[src/hw/rtl/vmbd_pkg.sv]
`default_nettype none
// ----------------------------------------------------------------------------
// vmbd_pkg
// Shared types and constants of the video memory bus decoder.
// ----------------------------------------------------------------------------
package vmbd_pkg;

  localparam int unsigned BANK_WORDS    = 1024;
  localparam int unsigned PALETTE_WORDS = 32;
  localparam int unsigned NT_WORDS      = 2 * BANK_WORDS;
  localparam int unsigned NT_AW         = $clog2(NT_WORDS);
  localparam int unsigned BANK_AW       = $clog2(BANK_WORDS);
  localparam int unsigned PAL_AW        = $clog2(PALETTE_WORDS);

  localparam int unsigned ADDR_W   = 16;
  localparam int unsigned DATA_W   = 8;
  localparam int unsigned WRAP_W   = 14;
  localparam int unsigned CADDR_W  = 13;
  localparam int unsigned CACC_W   = 2;
  localparam int unsigned MODE_W   = 2;
  localparam int unsigned IN_TD_W  = 32;
  localparam int unsigned OUT_TD_W = 32;

  localparam logic [WRAP_W-1:0] PAT_LAST = 14'h1FFF;
  localparam logic [WRAP_W-1:0] NT_LAST  = 14'h3EFF;

  localparam logic [MODE_W-1:0] MIRROR_VERT  = 2'd0;
  localparam logic [MODE_W-1:0] MIRROR_HORIZ = 2'd1;

  localparam logic [CACC_W-1:0] CART_NONE  = 2'd0;
  localparam logic [CACC_W-1:0] CART_READ  = 2'd1;
  localparam logic [CACC_W-1:0] CART_WRITE = 2'd2;

  localparam logic FUNC_WRITE = 1'b1;

  typedef enum logic [1:0] {
    RGN_PATTERN = 2'd0,
    RGN_NAMETBL = 2'd1,
    RGN_PALETTE = 2'd2
  } region_t;

  typedef struct packed {
    logic load;    // capture input word and decode
    logic access;  // perform memory access
    logic store;   // register result word
  } vmbd_cmd_t;

endpackage : vmbd_pkg
`default_nettype wire

[src/hw/rtl/vmbd_ctrl.sv]
`default_nettype none
// ----------------------------------------------------------------------------
// vmbd_ctrl
// Sequencer: accept a word, run the memory access, fill the output register.
// ----------------------------------------------------------------------------
module vmbd_ctrl import vmbd_pkg::*; (
  input  wire logic clk,
  input  wire logic rst_n,
  input  wire logic in_tvalid,
  output logic      in_tready,
  output logic      out_tvalid,
  input  wire logic out_tready,
  output vmbd_cmd_t cmd
);

  typedef enum logic [2:0] {
    ST_IDLE   = 3'b001,
    ST_ACCESS = 3'b010,
    ST_RESULT = 3'b100
  } state_t;

  state_t state_r, state_nxt;
  logic   out_vld_r, out_vld_nxt;
  logic   store;

  // output register free or being drained this cycle
  assign store = (state_r == ST_RESULT) && (!out_vld_r || out_tready);

  always_comb begin
    state_nxt = state_r;
    case (state_r)
      ST_IDLE: begin
        if (in_tvalid) state_nxt = ST_ACCESS;
      end
      ST_ACCESS: begin
        state_nxt = ST_RESULT;
      end
      ST_RESULT: begin
        if (store) state_nxt = ST_IDLE;
      end
      default: begin
        state_nxt = ST_IDLE;
      end
    endcase
  end

  always_comb begin
    out_vld_nxt = out_vld_r;
    if (store) begin
      out_vld_nxt = 1'b1;
    end else if (out_tready) begin
      out_vld_nxt = 1'b0;
    end
  end

  always_ff @(posedge clk) begin
    if (!rst_n) begin
      state_r   <= ST_IDLE;
      out_vld_r <= 1'b0;
    end else begin
      state_r   <= state_nxt;
      out_vld_r <= out_vld_nxt;
    end
  end

  assign in_tready  = (state_r == ST_IDLE);
  assign out_tvalid = out_vld_r;
  assign cmd.load   = in_tvalid && in_tready;
  assign cmd.access = (state_r == ST_ACCESS);
  assign cmd.store  = store;

  a_accept_blocks: assert property (@(posedge clk) disable iff (!rst_n)
    in_tvalid && in_tready |=> !in_tready)
    else $error("input accepted twice in a row");

  a_store_sets_valid: assert property (@(posedge clk) disable iff (!rst_n)
    cmd.store |=> out_tvalid)
    else $error("result word stored but not presented");

  a_access_after_load: assert property (@(posedge clk) disable iff (!rst_n)
    cmd.access |-> $past(cmd.load))
    else $error("memory access without a loaded word");

  a_valid_held: assert property (@(posedge clk) disable iff (!rst_n)
    out_tvalid && !out_tready |=> out_tvalid)
    else $error("result word dropped before accept");

endmodule : vmbd_ctrl
`default_nettype wire

[config.mk]
export PLATFORM = sky130hd
export DESIGN_NAME = vmbd_ctrl
export DESIGN_NICKNAME = d
export VERILOG_FILES = /design/src/hw/rtl/vmbd_pkg.sv /design/src/hw/rtl/vmbd_ctrl.sv
export SDC_FILE = /design/constraint.sdc
export NUM_CORES = 1
export LEC_CHECK = 0
export BUFFER_PORTS_ARGS = -buffer_cell sky130_fd_sc_hd__buf_2
export CORE_AREA = 3 3 40 42
export CTS_BUF_LIST = sky130_fd_sc_hd__clkbuf_4 sky130_fd_sc_hd__clkbuf_8
export CTS_CLUSTER_SIZE = 30
export DETAILED_ROUTE_END_ITERATION = 8
export DIE_AREA = 0 0 43 45
export GPL_TIMING_DRIVEN = 0
export PLACE_DENSITY_LB_ADDON = 0.25
export SLEW_MARGIN = 15
export SYNTH_ARGS = -nofsm -noshare
export SYNTH_HDL_FRONTEND = slang
export SYNTH_SLANG_ARGS = --single-unit
[constraint.sdc]
create_clock -name clk -period 1.75 [get_ports clk]
set_input_delay 0.525 -clock clk [delete_from_list [all_inputs] [get_ports clk]]
set_output_delay 0.525 -clock clk [all_outputs]
set_load 0.005 [all_outputs]
# [Word level (Yosys, flattened, before mapping)]
# Index checks and enable logic that the tools add are counted.
[totals] ff_bits=4 in_bits=4 elab_cells=18
[classes] eq_ne=5 muxes=5 reduce_logical=6
[op_table] operator="case mux 3 bit (3 select lines)" n=1
[op_table] operator="two-way mux 3 bit" n=2
[op_table] operator="inequality test 2 bit (second input constant)" n=2
[op_table] operator="== test 3 x 1 -> 1 bit (second input constant)" n=1
[op_table] operator="== test 3 x 2 -> 1 bit (second input constant)" n=1
[op_table] operator="== test 3 bit (second input constant)" n=1
[op_table] operator="logical AND 1 bit" n=2
[op_table] operator="two-way mux 1 bit" n=2
[op_table] operator="AND reduction 2 bit" n=1
[op_table] operator="nonzero test 2 bit" n=1
[op_table] operator="logical NOT 1 bit" n=1
[op_table] operator="logical OR 1 bit" n=1

# [Logic depth before layout (Yosys ltp)]
# Gate-level depths: netlist of run 1.
[logic_depth] ltp_word=5 ltp_mapped=3 depth_no_buf=3

# [Worst setup path after synthesis of run 1]
# Ideal clock, no wire load.
[synth_timing] kind="flip-flop to output port" from="reg state_r[2]" to="out cmd[0] (netlist name)" arrival_time_ns=0.950 setup_slack_ns=0.275 path_stages_with_launch=4 path_buffers=1 cell_sequence="dfxtp_1 > or3b_1 > nor2b_1 > buf_4"
[synth_lines] element="from (decl)" line_no="vmbd_ctrl.sv:22" source="state_t state_r, state_nxt;"
[synth_lines] element="from (signal assigned)" line_no="vmbd_ctrl.sv:61" source="state_r <= state_nxt;"
[synth_lines] element="to (decl)" line_no="vmbd_ctrl.sv:13" source="output vmbd_cmd_t cmd"

==> summary.md, run 1 <==
| Metric | Value |
|---|---|
| Status | `finished clean` |
| Final wirelength | `441 um` |
| Vias in the first global route | `189` |
| Yosys cell types | `12` |
| CTS Buf Count | `3` |
| Cell area after layout | `293 um^2` |
| Rows | `13` |
| Tcrit/Tclk final | `between 90% and 100%` |
| Top cells by count, synth | `4 x dfxtp_1, 4 x nor3b_1, 2 x buf_4` |
| Ports | `9` |
| Die width | `around 43 um` |
| Max_cap viols | `0` |
| DIE HEIGHT | `45 um` |
| Final ANT Viol Nets | `0` |
| Area contributors post-synth | `dfxtp_1 42%, nor3b_1 16%, buf_4 7.9%` |
| CTS root buf | `clkbuf_4` |
| Final Skew | `roughly 0.0024 ns` |
| Core Util, Final | `22.8%` |
| Synth warn | `0` |
| Via count | `189` |
| WP data required | `1.22 ns` |
| Drt wl/cell | `9.38 um` |
| Cell taking the most area after synthesis | `dfxtp_1` |
| Insertion delay to the later sink of the worst-skew pair | `0.24 ns` |
| Reg clk slew, reported paths | `0.04 ns` |
| Core area | `1280 um^2` |
| Crit path max fanout | `4` |
| Data arrival time of the critical path | `1.19 ns` |
| Initial Utilization | `between 10 and 15%` |
| Initial antenna violation count | `0` |
| Die area | `1940 um^2` |
| CTS tree | `yes` |
| Syn Inst Count | `19` |
| Layout cells sized above 1 | `65.6%` |
| Post-route minimum period | `1.71 ns` |
| Total grt overflow | `0` |
| H-tree lvl count | `1` |
| Max Clk Rate | `approximately 600 MHz` |
| Buffers added on ports | `8` |
| Critical path class | `reg2out` |
| VDD IR max | `approximately 0.00033 V` |
| Post-synth net total | `23` |
| Largest net degree at the start of global routing | `6` |
| Avg Vias per Cell | `4.02` |
| ANT cells | `0` |
| Sequential share of the synthesized area | `42.1%` |
| GRT Util Overall | `5.67%` |
| Hold Crit Class | `reg2reg` |
| Final hold vios | `0` |
| Pwr dens | `820 nW/um^2` |
| Flops & latches, synth | `4` |
| Residual DRC | `0` |
| DR iter-0 viols | `1` |
| Placer Congestion | `0.652` |
| Async S/R FF share, synth | `0%` |
| Crit start category | `register` |
| Syn-to-layout area delta | `53.9%` |
| Max Root-Sink Buffers | `2` |
| Nets | `38` |
| Slew HR | `82.8%` |
| Mean area per synthesized cell | `approximately 10 um^2` |
| First-pass GRT wire length | `724 um` |
| Post-synth EDFFs | `0` |
| Post-synth top area share | `42.1%` |
| Slew @ Worst Pin | `~0.26 ns` |
| Unrepaired setup endpoints after global routing | `yes` |
| Ys flop type | `dfxtp_1` |
| Setup-failing EPs final | `0` |
| Clock tree sinks | `4` |
| Max-slew violation count | `0` |
| Hold-fix buffers, CTS | `0` |
| Leakage | `0.129 nW` |
| Setup crit end kind | `output port` |
| Initial DRT Pass Iterations | `3` |
| Cell Area, Placed | `249 um^2` |
| Synthesized cell area | `190 um^2` |
final cells by class:
| cell class | instances | area, um^2 |
|---|---|---|
| clock buffers | 3 | 22.5 |
| plain buffers | 1 | 7.51 |
| flip-flops and latches | 4 | 83.8 |
| fillers | 148 | 992 |
| repair buffers | 11 | 62.6 |
| multi-input cells | 13 | 97.6 |
| well taps | 15 | 18.8 |
per-stage QoR:
| step | worst slack, ns | hold slack [ns] | setup TNS [ns] | std cells | power, mW |
|---|---|---|---|---|---|
| floorplan | 0.275 | 0.429 | 0 | 19 | 0.111 |
| global placement | 0.0683 | 0.454 | 0 | 42 | 0.122 |
| detailed placement | 0.0640 | 0.463 | 0 | 42 | 0.123 |
| CTS | 0.0138 | 0.433 | 0 | 46 | 0.246 |
| global route | -0.0345 | 0.452 | -0.0508 | 47 | 0.256 |
| finish | 0.0374 | 0.431 | 0 | 47 | 0.240 |
worst max-delay path: stages (launching register included):
cell     delay, ns
dfxtp_2       0.34
or3b_4        0.38
nor2b_1       0.12
buf_2         0.12
flip-flops by register name (all words and copies together), names as in the netlist:
register and count:
out_tvalid 1, state_r 3
final timing paths:
check	slack [ns]	start	to	cells after the start
worst max-delay path	0.04	state_r[2]	cmd[0]	3
worst min-delay path	0.43	state_r[0]	state_r[2]	1
worst max register to register	0.47	state_r[2]	state_r[0]	5
worst min register to register	0.43	state_r[0]	state_r[2]	1
kinds of logic after synthesis:
| group | after synthesis | synth area share, % |
|---|---|---|
| flops | 4 | 42.1 |
| mux | 1 | 5.26 |
| buf+inv | 2 | 7.89 |
| compound gates | 2 | 7.90 |
| simple gates | 10 | 36.8 |
report_power, final:
| group | switching [mW] | internal (mW) |
|---|---|---|
| Combinational | 0.00887 | 0.0140 |
| Clock | 0.0403 | 0.0769 |
| Sequential | 0.00392 | 0.0961 |
layout by cell type, fill, tap and decap left out:
| cell type | count |
|---|---|
| o31ai_1 | 1 |
| or3b_4 | 1 |
| mux2i_1 | 1 |
| and3_2 | 1 |
| clkbuf_4 | 3 |
| and2_2 | 1 |
| nand2b_1 | 1 |
| dfxtp_2 | 3 |
| nor2_1 | 1 |
| nor2b_1 | 1 |
| dfxtp_1 | 1 |
| a21boi_1 | 1 |
| nor3b_1 | 4 |
| buf_4 | 4 |
| buf_2 | 8 |
per-layer routing:
| layer | wire length (um) | GRT usage (%) | vias to the layer above |
|---|---|---|---|
| met5 | 0 | 0 | - |
| met4 | 0 | 1.81 | 0 |
| met3 | 80 | 6.77 | 0 |
| met2 | 177 | 8.08 | 13 |
| met1 | 183 | 5.07 | 83 |
| li1 | - | - | 93 |
timing repair:
| item | 4_1_cts | 5_1_grt |
|---|---|---|
| endpoints found under the setup margin | 1 | 2 |
| hold endpoints to repair | 0 | 0 |
| buffers inserted | 2 | 1 |
| gates resized for setup | 4 | 0 |
Note: power is estimated with default switching activity, not from simulation.
==> run 2, diff against run 1 <==
==> constraint.sdc (replaced) <==
create_clock -name clk -period 1.9 [get_ports clk]
set_input_delay 0.57 -clock clk [delete_from_list [all_inputs] [get_ports clk]]
set_output_delay 0.57 -clock clk [all_outputs]
set_load 0.005 [all_outputs]
==> run 2 against run 1 <==
Net effect: combinational power decreased by 11%; routed wire length decreased by 10%; critical path depth unchanged; final area decreased by 8.5%; clock-buffer cell count unchanged; cell count decreased by 6.4%; global-route usage decreased by 0.58 points; first-iteration DRC count unchanged; clock skew decreased by 0.00069 ns; non-clock buffer count decreased by 3; core utilization decreased by 1.9 points; largest cell class unchanged.
==> summary.md, run 2 (synthesis gave the netlist of run 1 again) <==
| Metric | Value |
|---|---|
| Crit start category | `register (unchanged)` |
| DR iter-0 viols | `1 (unchanged)` |
| RR Endpoint | `state_r[0] (unchanged)` |
| Sequential cell area | `81.3 um^2 (was 83.8 um^2)` |
| Max Clk Rate | `561 MHz` |
| Initial Utilization | `14.8% (unchanged)` |
| Final hold vios | `0 (unchanged)` |
| Reg clk slew, reported paths | `0.04 ns (about the same)` |
| Die area | `1940 um^2 (unchanged)` |
| Hold Crit Class | `reg2reg (unchanged)` |
| CTS tree | `yes (unchanged)` |
| Status | `finished clean (unchanged)` |
| Die width | `43 um (unchanged)` |
| Commonest cells after routing, fill and taps aside | `8 x buf_2, 4 x nor3b_1, 3 x clkbuf_4, 3 x dfxtp_1 (was 8 x buf_2, 4 x nor3b_1, 4 x buf_4)` |
| Initial antenna violation count | `0 (unchanged)` |
| Nets | `35 (was 38)` |
| H-tree lvl count | `1 (unchanged)` |
| Via count | `171 (was 189)` |
| DIE HEIGHT | `45 um (unchanged)` |
| Final wirelength | `396 um (was 441 um)` |
| Largest net degree at the start of global routing | `6 (unchanged)` |
| Avg Vias per Cell | `3.89 (was 4.02)` |
| Setup-failing EPs final | `0 (unchanged)` |
| Critical path class | `reg2out (unchanged)` |
| Max_cap viols | `0 (unchanged)` |
| M3 GR Usage | `6.77% (unchanged)` |
| Leakage | `0.115 nW (was 0.129 nW)` |
| Residual DRC | `0 (unchanged)` |
| Fin Setup TNS | `0 ns (unchanged)` |
| Clock tree sinks | `4 (unchanged)` |
| CTS root buf | `clkbuf_4 (unchanged)` |
| Syn-to-layout area delta | `40.8% (was 53.9%)` |
| VDD IR max | `0.000304 V (was 0.000330 V)` |
| CTS Buf Count | `3 (unchanged)` |
| Fill cells | `150 (was 148)` |
| Buffers added on ports | `8 (unchanged)` |
| Worst reg2reg path startpoint | `state_r[2] (unchanged)` |
| Setup crit end kind | `output port (unchanged)` |
| First-pass GRT wire length | `648 um (was 724 um)` |
| Final Hold Slack | `0.478 ns (was 0.431 ns)` |
| Post-route minimum period | `between 1.5 and 2 ns` |
| Hold wc startpoint | `state_r[0] (unchanged)` |
| Unrepaired setup endpoints after global routing | `no (was yes)` |
| Most Crowded Layer GR | `met3 (was met2)` |
| Final ANT Viol Nets | `0 (unchanged)` |
| Vias in the first global route | `172 (was 189)` |
| Data arrival time of the critical path | `1.21 ns (was 1.19 ns)` |
| ANT cells | `0 (unchanged)` |
| Tcrit/Tclk final | `between 90% and 100%` |
| Critical Path End | `cmd[0] (unchanged)` |
| Ports | `9 (unchanged)` |
| Rows | `13 (unchanged)` |
| Met1 Track Usage GR | `4.83% (was 5.07%)` |
| WP data required | `1.33 ns (was 1.22 ns)` |
| Fin cells | `44 (was 47)` |
| Area occupied by multi-input gates | `97.6 um^2 (unchanged)` |
| Pwr dens | `821 nW/um^2 (was 820 nW/um^2)` |
| Total power | `0.220 mW (was 0.240 mW)` |
| Initial DRT Pass Iterations | `4 (was 3)` |
| Placer Congestion | `0.652 (unchanged)` |
| Slew HR | `82.8% (about the same)` |
| DP Cell Count | `42 (unchanged)` |
| Biggest register | `state_r (unchanged)` |
| Insertion delay to the later sink of the worst-skew pair | `0.24 ns (about the same)` |
| Final Skew | `0.00173 ns (was 0.00242 ns)` |
| Grt met2 use | `6.29% (was 8.08%)` |
| Max-slew violation count | `0 (unchanged)` |
| Core area | `1280 um^2 (unchanged)` |
| Drt wl/cell | `9.00 um (was 9.38 um)` |
| Crit path max fanout | `4 (unchanged)` |
| Worst R2R Path Depth | `3 (was 5)` |
| Most common cell after layout, fill and taps aside | `buf_2 (unchanged)` |
| Layout cells sized above 1 | `55.2% (was 65.6%)` |
| Slew @ Worst Pin | `0.257 ns (about the same)` |
| Crit. Startpoint | `state_r[2] (unchanged)` |
| Max Root-Sink Buffers | `2 (unchanged)` |
| R2R Setup Slk | `0.86 ns (was 0.47 ns)` |
| GRT Util Overall | `5.08% (was 5.67%)` |
| Total grt overflow | `0 (unchanged)` |
| Max FFs per register | `3 (unchanged)` |
-- run 2: through the flow --
step / setup WS [ns] / area (um^2) / utilization, %
6_report: 0.119 / 268 / 20.8
5_1_grt: 0.0385 / 268 / 20.8
4_1_cts: 0.0207 / 275 / 21.4
3_5_place_dp: 0.124 / 249 / 19.4
3_3_place_gp: 0.128 / 249 / 19.4
2_1_floorplan: 0.370 / 190 / -
-- run 2: worst max-delay path: stages, from the launching register on --
cell and delay [ns]:
dfxtp_2 0.35, or3b_4 0.39, nor2b_1 0.12, buf_2 0.12
-- run 2: layout make-up --
type	instances	area share, %
Multi-Input combinational cell	13	36.4
Sequential cell	4	30.4
Timing Repair Buffer	8	15.0
Clock buffer	3	8.41
Tap cell	15	7.01
Buffer	1	2.80
-- run 2: how the worst min path moves through the flow --
stage | endpoint | slack [ns] | cells past startpoint
final | state_r[2] | 0.48 | 1
after global routing | state_r[2] | 0.51 | 1
after CTS | state_r[2] | 0.47 | 1
after detailed placement | state_r[2] | 0.46 | 1
after global placement | state_r[2] | 0.45 | 1
after floorplan | state_r[2] | 0.43 | 1
-- run 2: layer usage --
metal	part of all wire, %	up-vias
met1	48	75
li1	-	85
met5	0	-
met3	18	0
met4	0	0
met2	33	11
-- run 2: timing repair --
action / CTS / global route
gates resized for setup: 2 / 0
hold buffers: 0 / 0
setup buffers: 0 / 0
setup endpoints to repair: 1 / 1
-- run 2: report_power, final --
| part | internal (mW) | total, mW | switching [mW] |
|---|---|---|---|
| clock network | 0.0708 | 0.108 | 0.0369 |
| logic | 0.0124 | 0.0204 | 0.00798 |
| registers | 0.0878 | 0.0916 | 0.00380 |
| total | 0.171 | 0.220 | 0.0487 |
==> run 3, diff against run 2 <==
--- a/config.mk
+++ b/config.mk
@@ -12,7 +12,6 @@
 export DETAILED_ROUTE_END_ITERATION = 8
 export DIE_AREA = 0 0 43 45
 export GPL_TIMING_DRIVEN = 0
-export PLACE_DENSITY_LB_ADDON = 0.25
 export SLEW_MARGIN = 15
 export SYNTH_ARGS = -nofsm -noshare
 export SYNTH_HDL_FRONTEND = slang
==> run 3 against run 2 <==
Net effect: final area increased by 7.5%; cell count grew 4.5%; non-clock buffer count is 2 higher; clock-buffer cell count stayed put; via count rose by 8.2%; fmax increased by 0.47%; first-iteration DRC count increased to 3.0 times the previous value; worst hold slack got worse by 0.042 ns; routed wire length shrank 3.8%; combinational power is 13% higher; register-to-register slack hardly changed; critical endpoint unchanged; largest cell class unchanged.
==> summary.md, run 3 (synthesis gave the netlist of run 1 again) <==
| Metric | Value |
|---|---|
| Status | `finished clean (unchanged)` |
| Die width | `43 um (unchanged)` |
| Insertion delay to the later sink of the worst-skew pair | `0.24 ns (about the same)` |
| Setup WS pre-CTS | `0.124 ns (about the same)` |
| Core area | `1280 um^2 (unchanged)` |
| DR iter-0 viols | `3 (was 1)` |
| Met1 WL | `154 um (was 191 um)` |
| DIE HEIGHT | `45 um (unchanged)` |
| DP Wirelength | `between 200 and 300 um` |
| Critical path buffers and inverters | `1 (unchanged)` |
| Max-slew violation count | `0 (unchanged)` |
| Drt wl/cell | `8.28 um (was 9.00 um)` |
| Ports | `9 (unchanged)` |
| CTS Buf Count | `3 (unchanged)` |
| Initial Utilization | `14.8% (unchanged)` |
| Max Root-Sink Buffers | `2 (unchanged)` |
| Most common cell after layout, fill and taps aside | `buf_2 (unchanged)` |
| Slew HR | `81.8% (was 82.8%)` |
| Largest net degree at the start of global routing | `6 (unchanged)` |
| Biggest register | `state_r (unchanged)` |
| Core Util, Final | `22.4% (was 20.8%)` |
| Fin cells | `46 (was 44)` |
| Part of the power in the clock network | `48.3% (was 49.0%)` |
| DP Cell Count | `42 (unchanged)` |
| Fin Setup TNS | `0 ns (unchanged)` |
| Post-route minimum period | `1.77 ns (was 1.78 ns)` |
| Final hold vios | `0 (unchanged)` |
| Buffers added on ports | `8 (unchanged)` |
| Crit path max fanout | `4 (unchanged)` |
| Commonest cells after routing, fill and taps aside | `8 x buf_2, 4 x nor3b_1, 3 x buf_4, 3 x clkbuf_4, 2 x dfxtp_2 (was 8 x buf_2, 4 x nor3b_1, 3 x clkbuf_4, 3 x dfxtp_1)` |
| Syn-to-layout area delta | `51.3% (was 40.8%)` |
| P_int | `0.173 mW (was 0.171 mW)` |
| Max_cap viols | `0 (unchanged)` |
| GRT Util Overall | `5.67% (was 5.08%)` |
| Pwr dens | `766 nW/um^2 (was 821 nW/um^2)` |
| Logic pwr share | `10.4% (was 9.3%)` |
| Setup-failing EPs final | `0 (unchanged)` |
| Critical path class | `reg2out (unchanged)` |
| Tcrit/Tclk final | `93.3% (was 93.7%)` |
| CTS root buf | `clkbuf_4 (unchanged)` |
| First-pass GRT wire length | `717 um (was 648 um)` |
| Leakage | `0.127 nW (was 0.115 nW)` |
| Avg Vias per Cell | `4.02 (was 3.89)` |
| Slowest cell on crit path | `or3b_4 (unchanged)` |
| Hold Crit Class | `reg2reg (unchanged)` |
| ANT cells | `0 (unchanged)` |
| Psw | `0.0475 mW (was 0.0487 mW)` |
| Final wirelength | `381 um (was 396 um)` |
| Reg clk slew, reported paths | `0.04 ns (about the same)` |
| Initial antenna violation count | `0 (unchanged)` |
| Slew @ Worst Pin | `0.272 ns (was 0.257 ns)` |
| Final Skew | `0.00468 ns (was 0.00173 ns)` |
| Area occupied by multi-input gates | `97.6 um^2 (unchanged)` |
| Sequential cell area | `86.3 um^2 (was 81.3 um^2)` |
| Unrepaired setup endpoints after global routing | `no (unchanged)` |
| Max Clk Rate | `564 MHz (was 561 MHz)` |
| CP delay by family, top | `simple AND/OR/NAND/NOR gates (unchanged)` |
| Vias in the first global route | `178 (was 172)` |
| Final Hold Slack | `0.436 ns (was 0.478 ns)` |
| Top Layer Used | `met3 (unchanged)` |
| Max FFs per register | `3 (unchanged)` |
| Layout cells sized above 1 | `64.5% (was 55.2%)` |
| Data arrival time of the critical path | `1.20 ns (was 1.21 ns)` |
| VDD IR max | `0.000365 V (was 0.000304 V)` |
| H-tree lvl count | `1 (unchanged)` |
| Crit start category | `register (unchanged)` |
| Nets | `37 (was 35)` |
| Critical Path, Cell by Cell | `or3b_4 -> nor2b_1 -> buf_2 (unchanged)` |
| Residual DRC | `0 (unchanged)` |
| Total grt overflow | `0 (unchanged)` |
| Placer Congestion | `0.630 (was 0.652)` |
| WL met2 | `173 um (was 132 um)` |
| Via count | `185 (was 171)` |
| Met3 wire len | `53 um (was 72 um)` |
| Final ANT Viol Nets | `0 (unchanged)` |
| Final worst slack | `0.127 ns (was 0.119 ns)` |
| Net Sw Frac | `21.6% (was 22.1%)` |
| Clock tree sinks | `4 (unchanged)` |
| Flop pwr share | `41.3% (was 41.7%)` |
| Worst path max stage delay | `0.40 ns (was 0.39 ns)` |
| CTS tree | `yes (unchanged)` |
| Setup crit end kind | `output port (unchanged)` |
| WP data required | `1.33 ns (about the same)` |
| Initial DRT Pass Iterations | `2 (was 4)` |
| Die area | `1940 um^2 (unchanged)` |
| Rows | `13 (unchanged)` |
| Fill cells | `143 (was 150)` |
## run 3: metrics by stage
step | total power [mW] | cell area [um^2]
global placement | 0.113 | 249
detailed placement | 0.113 | 249
CTS | 0.222 | 275
floorplan | 0.103 | 190
finish | 0.220 | 288
global route | 0.243 | 288
## run 3: per-layer routing
metal  track usage, %  vias up
met5                0        -
met4             1.81        0
met3             7.17        0
met2             7.78        8
met1             5.07       88
li1                 -       89
## run 3: final timing paths
kind / start / endpoint / slack [ns] / cells past startpoint
worst min register to register: state_r[0] / state_r[2] / 0.44 / 1
worst max register to register: state_r[1] / state_r[0] / 0.87 / 3
worst max-delay path: state_r[1] / cmd[0] / 0.13 / 3
worst min-delay path: state_r[0] / state_r[2] / 0.44 / 1
## run 3: cell type report
cell class / count / area share [%]
buffer: 1 / 2.61
clock buffer: 3 / 7.83
multi-input combinational: 13 / 33.9
sequential: 4 / 30.0
tap: 15 / 6.52
timing repair buffer: 10 / 19.1
## run 3: timing repair
item,4_1_cts,5_1_grt
setup endpoints to repair,1,1
hold buffers,0,0
gates cloned,0,0
buffers inserted,0,2
resized for setup,2,3
pin swaps,0,1
## run 3: power by group through the flow
stage	combinational [mW]	sequential [mW]	clock, mW
floorplan	0.0110	0.0915	0
global placement	0.0206	0.0925	0
detailed placement	0.0208	0.0923	0
CTS	0.0210	0.0913	0.109
global route	0.0261	0.0913	0.126
finish	0.0230	0.0910	0.106
